===== src/pps_pkg.sv =====
// ----------------------------------------------------------------------------
// pps_pkg
// Shared widths, codes and types for the preemptive priority scheduler.
// ----------------------------------------------------------------------------
package pps_pkg;

    localparam int NUM_SLOTS    = 16;
    localparam int SLOT_W       = (NUM_SLOTS > 1) ? $clog2(NUM_SLOTS) : 1;
    localparam int SLOT_FIELD_W = 4;
    localparam int SLOT_EXT_W   = (SLOT_W > SLOT_FIELD_W) ? SLOT_W : SLOT_FIELD_W;
    localparam int TICK_W       = 16;
    localparam int PRIO_W       = 8;

    localparam int IN_TDATA_W   = 48;
    localparam int IN_TUSER_W   = 1;
    localparam int OUT_TDATA_W  = 40;
    localparam int OUT_TUSER_W  = 3;

    typedef logic [TICK_W-1:0] tick_t;
    typedef logic [PRIO_W-1:0] prio_t;
    typedef logic [SLOT_W-1:0] slot_idx_t;

    localparam tick_t CLOCK_MAX = {TICK_W{1'b1}};

    localparam logic MODE_LOAD = 1'b0;
    localparam logic MODE_TICK = 1'b1;

endpackage


===== src/preemptive_priority_scheduler.sv =====
// ----------------------------------------------------------------------------
// preemptive_priority_scheduler
// Task slot table with a lowest-priority-first pick per scheduling tick.
// ----------------------------------------------------------------------------
// Usage:
//   Input words arrive on s_*: s_tuser selects load (write one task slot) or
//   tick (run one scheduling step). One result word leaves on m_* for every
//   input word.
//   A load goes from accept straight to the done state, which puts its
//   result word into the output register. A tick passes the states scan,
//   compare, read, update and done: a sequencer walks the slot
//   table one entry per cycle through a single compare unit on the table's
//   read port, then reads and decrements the picked task's remaining time.
//   s_tready is high only while no word is in progress. One result waits in
//   the output register; a stalled receiver holds it and the next word is
//   accepted and worked on, finishing when the output register frees.
//   Reset clears the clock, all pending marks and the output valid; table
//   contents are undefined until a slot is loaded.
// ----------------------------------------------------------------------------
module preemptive_priority_scheduler
    import pps_pkg::*;
(
    input  logic                   clk,
    input  logic                   rst_n,
    input  logic                   s_tvalid,
    output logic                   s_tready,
    // slot[3:0], arrival[19:4], burst[35:20], prio[43:36], zero[47:44]
    input  logic [IN_TDATA_W-1:0]  s_tdata,
    // mode[0]
    input  logic [IN_TUSER_W-1:0]  s_tuser,
    output logic                   m_tvalid,
    input  logic                   m_tready,
    // ran_slot[3:0], finish_tick[19:4], now[35:20], zero[39:36]
    output logic [OUT_TDATA_W-1:0] m_tdata,
    // ran_valid[0], finished[1], all_done[2]
    output logic [OUT_TUSER_W-1:0] m_tuser
);

    localparam logic [2:0] ST_IDLE = 3'd0;
    localparam logic [2:0] ST_SCAN = 3'd1;
    localparam logic [2:0] ST_CMP  = 3'd2;
    localparam logic [2:0] ST_RD   = 3'd3;
    localparam logic [2:0] ST_UPD  = 3'd4;
    localparam logic [2:0] ST_DONE = 3'd5;

    tick_t arrival_mem   [NUM_SLOTS];
    tick_t remaining_mem [NUM_SLOTS];
    prio_t priority_mem  [NUM_SLOTS];

    logic [2:0]           state_reg;
    logic [NUM_SLOTS-1:0] pend_reg;
    tick_t                clock_reg;
    slot_idx_t            idx_reg;

    logic                 rd_vld_reg;
    logic                 rd_pend_reg;
    tick_t                rd_arr_reg;
    prio_t                rd_prio_reg;
    slot_idx_t            rd_idx_reg;

    logic                 have_reg;
    slot_idx_t            best_idx_reg;
    tick_t                best_arr_reg;
    prio_t                best_prio_reg;
    tick_t                rem_rd_reg;

    logic                 res_ran_reg;
    logic [SLOT_FIELD_W-1:0] res_slot_reg;
    logic                 res_fin_reg;
    tick_t                res_fin_tick_reg;

    logic                 m_tvalid_reg;
    logic [OUT_TDATA_W-1:0] m_tdata_reg;
    logic [OUT_TUSER_W-1:0] m_tuser_reg;

    logic [SLOT_FIELD_W-1:0] in_slot;
    tick_t                in_arrival;
    tick_t                in_burst;
    prio_t                in_prio;
    logic [SLOT_EXT_W-1:0] in_slot_ext;
    slot_idx_t            in_idx;
    logic                 in_range;
    logic                 accept;
    logic                 load_wr;
    logic                 cand_ok;
    logic                 better;
    logic                 out_free;
    tick_t                clock_next;
    tick_t                rem_dec;

    assign in_slot     = s_tdata[3:0];
    assign in_arrival  = s_tdata[19:4];
    assign in_burst    = s_tdata[35:20];
    assign in_prio     = s_tdata[43:36];
    assign in_slot_ext = SLOT_EXT_W'(in_slot);
    assign in_idx      = in_slot_ext[SLOT_W-1:0];
    assign in_range    = 32'(in_slot) < NUM_SLOTS;

    assign s_tready = (state_reg == ST_IDLE);
    assign accept   = s_tvalid && s_tready;
    assign load_wr  = accept && (s_tuser[0] == MODE_LOAD) && in_range;

    assign cand_ok = rd_vld_reg && rd_pend_reg && (rd_arr_reg <= clock_reg);
    assign better  = !have_reg || (rd_prio_reg < best_prio_reg) ||
                     ((rd_prio_reg == best_prio_reg) && (rd_arr_reg < best_arr_reg));

    assign out_free   = !m_tvalid_reg || m_tready;
    assign clock_next = (clock_reg != CLOCK_MAX) ? clock_reg + 1'b1 : clock_reg;
    assign rem_dec    = rem_rd_reg - 1'b1;

    // table storage: one write port, registered reads
    always_ff @(posedge clk)
    begin
        if (load_wr)
        begin
            arrival_mem[in_idx]   <= in_arrival;
            priority_mem[in_idx]  <= in_prio;
            remaining_mem[in_idx] <= in_burst;
        end
        else if ((state_reg == ST_UPD) && have_reg)
        begin
            remaining_mem[best_idx_reg] <= rem_dec;
        end
        rd_arr_reg  <= arrival_mem[idx_reg];
        rd_prio_reg <= priority_mem[idx_reg];
        rem_rd_reg  <= remaining_mem[best_idx_reg];
    end

    // scan datapath and result payload
    always_ff @(posedge clk)
    begin
        rd_pend_reg <= pend_reg[idx_reg];
        rd_idx_reg  <= idx_reg;
        if (cand_ok && better)
        begin
            best_idx_reg  <= rd_idx_reg;
            best_arr_reg  <= rd_arr_reg;
            best_prio_reg <= rd_prio_reg;
        end
        if (accept && (s_tuser[0] == MODE_LOAD))
        begin
            res_ran_reg      <= 1'b0;
            res_slot_reg     <= '0;
            res_fin_reg      <= 1'b0;
            res_fin_tick_reg <= '0;
        end
        else if (state_reg == ST_UPD)
        begin
            res_ran_reg      <= have_reg;
            res_slot_reg     <= have_reg ? SLOT_FIELD_W'(best_idx_reg) : '0;
            res_fin_reg      <= have_reg && (rem_dec == '0);
            res_fin_tick_reg <= (have_reg && (rem_dec == '0)) ? clock_next : '0;
        end
        if ((state_reg == ST_DONE) && out_free)
        begin
            m_tdata_reg <= {4'b0000, clock_reg, res_fin_tick_reg, res_slot_reg};
            m_tuser_reg <= {~|pend_reg, res_fin_reg, res_ran_reg};
        end
    end

    // sequencer and control state
    always_ff @(posedge clk or negedge rst_n)
    begin
        if (!rst_n)
        begin
            state_reg    <= ST_IDLE;
            pend_reg     <= '0;
            clock_reg    <= '0;
            idx_reg      <= '0;
            rd_vld_reg   <= 1'b0;
            have_reg     <= 1'b0;
            m_tvalid_reg <= 1'b0;
        end
        else
        begin
            rd_vld_reg <= (state_reg == ST_SCAN);
            if (cand_ok)
            begin
                have_reg <= 1'b1;
            end
            if ((state_reg == ST_DONE) && out_free)
            begin
                m_tvalid_reg <= 1'b1;
            end
            else if (m_tready)
            begin
                m_tvalid_reg <= 1'b0;
            end
            unique case (state_reg)
                ST_IDLE:
                begin
                    if (accept)
                    begin
                        if (s_tuser[0] == MODE_LOAD)
                        begin
                            if (in_range)
                            begin
                                pend_reg[in_idx] <= (in_burst != '0);
                            end
                            state_reg <= ST_DONE;
                        end
                        else
                        begin
                            idx_reg   <= '0;
                            have_reg  <= 1'b0;
                            state_reg <= ST_SCAN;
                        end
                    end
                end
                ST_SCAN:
                begin
                    if (idx_reg == SLOT_W'(NUM_SLOTS - 1))
                    begin
                        state_reg <= ST_CMP;
                    end
                    else
                    begin
                        idx_reg <= idx_reg + 1'b1;
                    end
                end
                ST_CMP:
                begin
                    state_reg <= ST_RD;
                end
                ST_RD:
                begin
                    state_reg <= ST_UPD;
                end
                ST_UPD:
                begin
                    clock_reg <= clock_next;
                    if (have_reg && (rem_dec == '0))
                    begin
                        pend_reg[best_idx_reg] <= 1'b0;
                    end
                    state_reg <= ST_DONE;
                end
                ST_DONE:
                begin
                    if (out_free)
                    begin
                        state_reg <= ST_IDLE;
                    end
                end
                default:
                begin
                    state_reg <= ST_IDLE;
                end
            endcase
        end
    end

    assign m_tvalid = m_tvalid_reg;
    assign m_tdata  = m_tdata_reg;
    assign m_tuser  = m_tuser_reg;

endmodule

===== config.mk =====
export PLATFORM = sky130hd
export DESIGN_NAME = preemptive_priority_scheduler
export DESIGN_NICKNAME = d
export VERILOG_FILES = /design/src/pps_pkg.sv /design/src/preemptive_priority_scheduler.sv
export SDC_FILE = /design/constraint.sdc
export NUM_CORES = 1
export LEC_CHECK = 0
export ABC_CLOCK_PERIOD_IN_PS = 4900
export BUFFER_PORTS_ARGS = -buffer_cell sky130_fd_sc_hd__clkbuf_2
export CORE_MARGIN = 2
export CORE_UTILIZATION = 62
export CTS_CLUSTER_DIAMETER = 40
export CTS_CLUSTER_SIZE = 14
export DETAILED_ROUTE_END_ITERATION = 6
export HOLD_SLACK_MARGIN = 0.1
export PLACE_DENSITY = 0.86
export SKIP_CTS_REPAIR_TIMING = 1
export SYNTH_ARGS = -nofsm -noshare
export SYNTH_HDL_FRONTEND = slang
export SYNTH_SLANG_ARGS = --single-unit

===== constraint.sdc =====
create_clock -name clk -period 4.9 [get_ports clk]
set_clock_uncertainty 0.05 [all_clocks]
set_input_delay 0.49 -clock clk [delete_from_list [all_inputs] [get_ports clk]]
set_output_delay 0.49 -clock clk [all_outputs]
set_load 0.01 [all_outputs]

==> impl_metrics.py, run 1 <==
metrics = {
    "status": {
        "outcome": "complete, but fails checks",
        "violations": "DRC",
    },
    "cts": {
        "cts_buffer_depth": 3,
        "tritoncts": "done",
        "cts_sinks": 816,
        "clkLatencyLatePin_ps": 650,
        "cts_made_buffers": 92,
        "cts.reportedPaths.clkPinSlew_ps": 60,
        "cts_htree_levels": 3,
        "cts_root_buf": "clkbuf_16",
    },
    "sta": {
        "hold_ws_ps": 137,
        "post-route-period-util": 0.728,
        "finalHoldViolCount": 0,
        "slew_headroom": 0.207,
        "rsz0062_at_grt": "no",
        "worst_pin_slew_ps": 1190,
        "setup_viol": 0,
        "setup_tns_ps": 0,
        "slew_violations": 0,
        "setup_slack_ps": 1330,
        "fmax_ghz": 0.280,
        "fin_crit_ps": 3570,
    },
    "cells_and_area": {
        "reg.largest.list": "arrival_mem: 256 flops, remaining_mem: 256 flops, priority_mem: 128 flops",
        "stdcell_area_mm2": 0.0372,
        "nets": 2154,
        "syn_to_final_growth_pct": 14.1,
        "drive_gt1_frac": 0.225,
    },
    "yosys": {
        "synth_edf_count": 707,
        "synthTopCellsByArea": "edfxtp_1 (65%), mux4_2 (9.0%), dfxtp_1 (4.1%)",
        "synth_flop_cell": "edfxtp_1",
        "yosysSeqAreaShare": 0.725,
        "synth_top_area_frac": 0.651,
        "postSynth.asyncResetShare": 0.0515,
        "netlist-cell-type-count": 63,
        "synth_top_area_cell": "edfxtp_1",
        "yosysWarnings": 0,
        "postSynthAreaPerCell_um2": 17.0,
        "netlist_area_mm2": 0.0326,
        "synth_seq_cells": 816,
        "syn_inst": 1922,
    },
    "pwr": {
        "p_leak_nw": 12.5,
        "pwr-share-clk": 0.354,
        "share_seq_of_total_power": 0.453,
        "powerDensity_mw_per_mm2": 526,
        "p_total_mw": 19.6,
        "switchingPower_mw": 5.77,
        "comb_power_share": 0.193,
        "ir_drop_uv": 409,
        "cell_internal_pwr_mw": 13.8,
        "swShare": 0.295,
    },
    "global_routing": {
        "grt_max_degree": 64,
        "grt_pass1_wl_um": 116000,
        "overflow": 0,
        "antenna_found_initial": 5,
        "grt_pass1_vias": 19033,
        "grt_usage": 0.291,
    },
    "place": {
        "portBuffers": 89,
        "dp_hpwl_um": 43100,
        "place_congestion": 0.878,
        "dp_slack_ps": 1320,
        "post_dp_cell_area_mm2": 0.0341,
    },
    "detailed_routing": {
        "routed_via_density": 6.72,
        "wl_per_cell_um": 27.6,
        "first_iter_violations": 2772,
        "vias": 18961,
        "first_pass_iters": 7,
        "routed_wl_um": 77800,
        "drc_errors": 6,
        "ant_nets": 0,
    },
    "critical_path": {
        "rr_startpoint": "rem_rd_reg[0]",
        "endpoint": "pend_reg[10]",
        "r2r_cells": 9,
        "r2r_slack_ps": 1330,
        "path_max_fanout": 17,
        "crit_required_ps": 5350,
        "end_kind": "flop",
        "crit_arrival_ps": 4020,
        "startpoint": "rem_rd_reg[0]",
        "crit_type": "flop to flop",
        "r2r_end": "pend_reg[10]",
        "cp-start-kind": "flop",
    },
    "worst_hold_path": {
        "hold_class": "input pin to flop",
        "hold_depth": 3,
    },
    "floorplan": {
        "fp.dieH_um": 233,
        "io_pins": 98,
        "die_width_um": 233,
        "row_count": 84,
        "design.core.area_mm2": 0.0522,
        "fp.dieArea_mm2": 0.0544,
        "start_util": 0.624,
    },
    "run": {
        "cap_violations": 0,
    },
}
[placed cells by master, fill, tap and decap left out, types with 8 or more instances in the layout]
master      instances
nand3b_1           17
nand3_1            60
a21oi_1            52
buf_4              53
o21ai_0            75
xnor2_1            32
clkbuf_1            9
nor2_1             58
clkinvlp_4          8
edfxtp_1          707
nor2b_1             9
o31ai_1            15
clkbuf_2           89
nor2_4             15
inv_1              48
nor4_1             17
mux4_2            130
ha_1               43
clkbuf_16          92
o211ai_1           19
clkinv_4           16
a221oi_1           25
mux2i_1            84
a21o_1             11
nor3_1             17
clkinv_2            8
nand2_1           125
nand4_1            13
a22oi_1            25
mux2_2             19
bufinv_16           8
dfrtp_1            39
dfxtp_1            67
[per-layer routing]
layer | vias to the layer above | global-route usage | share of wire
li1 | 7882 | - | -
met1 | 9532 | 0.386 | 0.36
met2 | 1287 | 0.468 | 0.49
met3 | 254 | 0.0688 | 0.11
met4 | 6 | 0.119 | 0.035
met5 | - | 0 | 0.00051
[cells in the mapped netlist, types with 17 or more instances]
cell and number:
edfxtp_1 707, mux4_2 130, nand2_1 125, mux2i_1 84, o21ai_0 79, clkbuf_1 77, nor2_1 75, dfxtp_1 67
nand3_1 60, a21oi_1 52, inv_1 48, ha_1 43, dfrtp_1 42, xnor2_1 32, a221oi_1 25, a22oi_1 25
mux2_2 19, o211ai_1 19, nand3b_1 17, nor3_1 17, nor4_1 17
[kinds of logic (layout without fill, tap and decap cells)]
| family | count (synthesis) | in the layout | synth area share |
|---|---|---|---|
| AO/OA/AOI/OAI | 268 | 268 | 0.0537 |
| buffers and inverters | 154 | 360 | 0.0188 |
| AND/OR/NAND/NOR | 371 | 371 | 0.0543 |
| multiplexers | 233 | 233 | 0.122 |
| XOR/XNOR | 36 | 36 | 0.00967 |
| other | 1 | 6 | 0.000115 |
| adder cells (fa/ha/maj) | 43 | 43 | 0.0165 |
| flip-flops | 816 | 816 | 0.725 |
[per-stage QoR]
step	cells	utilization
2_1_floorplan	1925	-
3_3_place_gp	2651	0.652
3_5_place_dp	2651	0.652
4_1_cts	2818	0.712
5_1_grt	2820	0.712
6_report	2821	0.712
[power groups by stage]
stage	combinational [mW]	sequential (mW)	clock, mW
floorplan	2.80	8.58	0
global placement	3.46	8.94	0
detailed placement	3.63	8.97	0
CTS	3.74	8.84	6.96
global route	4.08	8.92	7.24
finish	3.78	8.86	6.93
[worst min path at each step]
stage	startpoint	end	slack [ps]
after CTS	rst_n	clock_reg[12]	-110
after floorplan	rst_n	clock_reg[0]	140
final	m_tready	m_tvalid	140
after global routing	m_tready	m_tvalid	140
after detailed placement	rd_idx_reg[1]	best_idx_reg[1]	340
after global placement	rd_idx_reg[0]	best_idx_reg[0]	340
[cell type report]
cell class	count	area, µm²
Sequential cell	816	23600
Fill cell	2907	15000
Multi-Input combinational cell	955	8500
Inverter	48	180
Timing Repair Buffer	145	893
Clock buffer	103	2360
Clock inverter	64	751
Antenna cell	2	5.00
Tap cell	688	861
[worst max-delay path, stage by stage (launching register included)]
cell and delay [ps]:
dfxtp_1 420, inv_1 110, ha_1 380, or4b_2 730
xnor2_1 170, o31a_1 260, nor3_1 330, nand4_2 550
nand3b_1 280, o211ai_1 140
Note: power is estimated with default switching activity, not from simulation.
==> run 2, diff against run 1 <==
ABC_CLOCK_PERIOD_IN_PS = 3200   (was 4900)
CORE_UTILIZATION = 56   (was 62)
PLACE_DENSITY = 0.83   (was 0.86)
clock period = 3.2 ns   (was 4.9 ns; I/O delays follow)
==> run 2 against run 1 <==
Net effect: the flow now finishes without violations; critical path depth unchanged; combinational power grew 63%; total power is 58% higher; core utilization fell by 4.7 points; first-iteration DRC count decreased by 22%; maximum frequency rose by 20%; worst setup slack worse by 1100 ps; via count grew 0.23%; largest cell class unchanged; largest power group unchanged.
==> impl_metrics.py, run 2 (synthesized netlist as in run 1, its figures left out) <==
metrics = {
    "status": {
        "outcome": "complete, no violations",
    },
    "floorplan": {
        "fp.dieArea_mm2": 0.0602,
        "io_pins": 98,
        "fp.dieH_um": 245,
        "row_count": 88,
        "design.core.area_mm2": 0.0576,
        "start_util": 0.566,
        "die_width_um": 245,
    },
    "critical_path": {
        "crit_arrival_ps": 3460,
        "crit_required_ps": 3680,
        "crit_type": "flop to flop",
        "end_kind": "flop",
        "path_max_fanout": 17,
        "cp-start-kind": "flop",
    },
    "pwr": {
        "swShare": 0.295,
        "powerDensity_mw_per_mm2": 805,
        "share_seq_of_total_power": 0.436,
        "comb_power_share": 0.200,
        "pwr-share-clk": 0.364,
        "switchingPower_mw": 9.08,
        "ir_drop_uv": 475,
        "p_leak_nw": 13.0,
        "cell_internal_pwr_mw": 21.8,
    },
    "detailed_routing": {
        "routed_wl_um": 78700,
        "first_pass_iters": 6,
        "routed_via_density": 6.38,
        "vias": 19005,
        "ant_nets": 0,
        "drc_errors": 0,
        "first_iter_violations": 2149,
        "wl_per_cell_um": 26.4,
    },
    "cts": {
        "cts_root_buf": "clkbuf_16",
        "cts_made_buffers": 96,
        "clkLatencyLatePin_ps": 650,
        "cts_htree_levels": 3,
        "cts.reportedPaths.clkPinSlew_ps": 60,
        "tritoncts": "done",
        "cts_sinks": 816,
        "cts_buffer_depth": 3,
    },
    "sta": {
        "setup_viol": 0,
        "post-route-period-util": 0.931,
        "fmax_ghz": 0.336,
        "rsz0062_at_grt": "no",
        "slew_violations": 0,
        "fin_crit_ps": 2980,
        "slew_headroom": 0.220,
        "finalHoldViolCount": 0,
        "worst_pin_slew_ps": 1170,
        "setup_tns_ps": 0,
    },
    "global_routing": {
        "antenna_found_initial": 6,
        "grt_pass1_wl_um": 118000,
        "overflow": 0,
        "grt_usage": 0.264,
        "grt_max_degree": 66,
        "grt_pass1_vias": 19299,
    },
    "place": {
        "dp_hpwl_um": 43800,
        "place_congestion": 0.920,
        "portBuffers": 89,
        "dp.cells": 2768,
    },
    "cells_and_area": {
        "final_common_cell": "edfxtp_1",
        "nets": 2225,
        "layout_common_cells": "edfxtp_1 (707), mux4_2 (130), nand2_1 (125), clkbuf_16 (102), clkbuf_2 (89)",
        "reg.largest.list": "arrival_mem: 256 flops, remaining_mem: 256 flops, priority_mem: 128 flops",
        "fin_cells": 2979,
        "syn_to_final_growth_pct": 17.5,
        "drive_gt1_frac": 0.242,
    },
    "worst_hold_path": {
        "hold_class": "input pin to flop",
    },
    "run": {
        "cap_violations": 0,
    },
}
## run 2: cell types whose count changed in the layout (fill, tap and decap cells not counted), moves of 6 or more
| cell | before | now |
|---|---|---|
| dlygate4sd3_1 | 1 | 28 |
| buf_4 | 53 | 79 |
| buf_12 | 2 | 16 |
| clkbuf_16 | 92 | 102 |
| clkinvlp_4 | 8 | 14 |
## run 2: metal layers
layer / vias to the layer above / share of wire / GRT usage
met5: - / 0.00031 / 0
met4: 4 / 0.039 / 0.117
met3: 261 / 0.099 / 0.0575
met2: 1190 / 0.50 / 0.434
met1: 9531 / 0.37 / 0.342
li1: 8019 / - / -
## run 2: final timing paths
kind                                         to  slack [ps]     startpoint  cells past startpoint
min in group asynchronous          clock_reg[7]         200          rst_n                      2
worst max register to register      pend_reg[8]         220  rem_rd_reg[1]                      9
worst max-delay path                pend_reg[8]         220  rem_rd_reg[1]                      9
worst min-delay path                pend_reg[0]          60     s_tdata[1]                      4
worst min register to register  best_idx_reg[2]         350  rd_idx_reg[2]                      0
max in group asynchronous         clock_reg[12]        2120          rst_n                      3
## run 2: critical path, cell delays in order, from the launching register on
cell,delay (ps)
dfxtp_1,320
inv_1,80
ha_1,160
or4b_2,700
o41a_1,440
o31a_1,130
nor2_2,160
nand4_2,440
nand3b_1,270
o211ai_1,110
## run 2: area by class of cell
cell class / instances / area [µm²]
inverters: 48 / 180
diodes: 2 / 5.00
clock buffers: 115 / 2620
repair buffers: 212 / 1640
well taps: 765 / 957
flip-flops and latches: 816 / 23600
fillers: 3547 / 19300
clock inverters: 66 / 746
multi-input cells: 955 / 8510
## run 2: power groups by stage
stage          clock [mW]  combinational (mW)  sequential (mW)
2_1_floorplan           0                4.29             13.1
3_3_place_gp            0                5.69             13.6
3_5_place_dp            0                5.93             13.6
4_1_cts              11.3                6.09             13.4
5_1_grt              11.8                6.67             13.5
6_report             11.2                6.17             13.4
## run 2: metrics by stage
stage	setup WS, ps	total power, mW	area, µm²	hold WS, ps	util
final	222	30.8	38300	62.4	0.665
after floorplan	172	17.4	32600	-25.6	-
after CTS	236	30.8	38000	-357	0.660
after detailed placement	253	19.6	34600	341	0.602
after global placement	277	19.3	34600	325	0.602
after global routing	42.6	31.9	38300	113	0.665
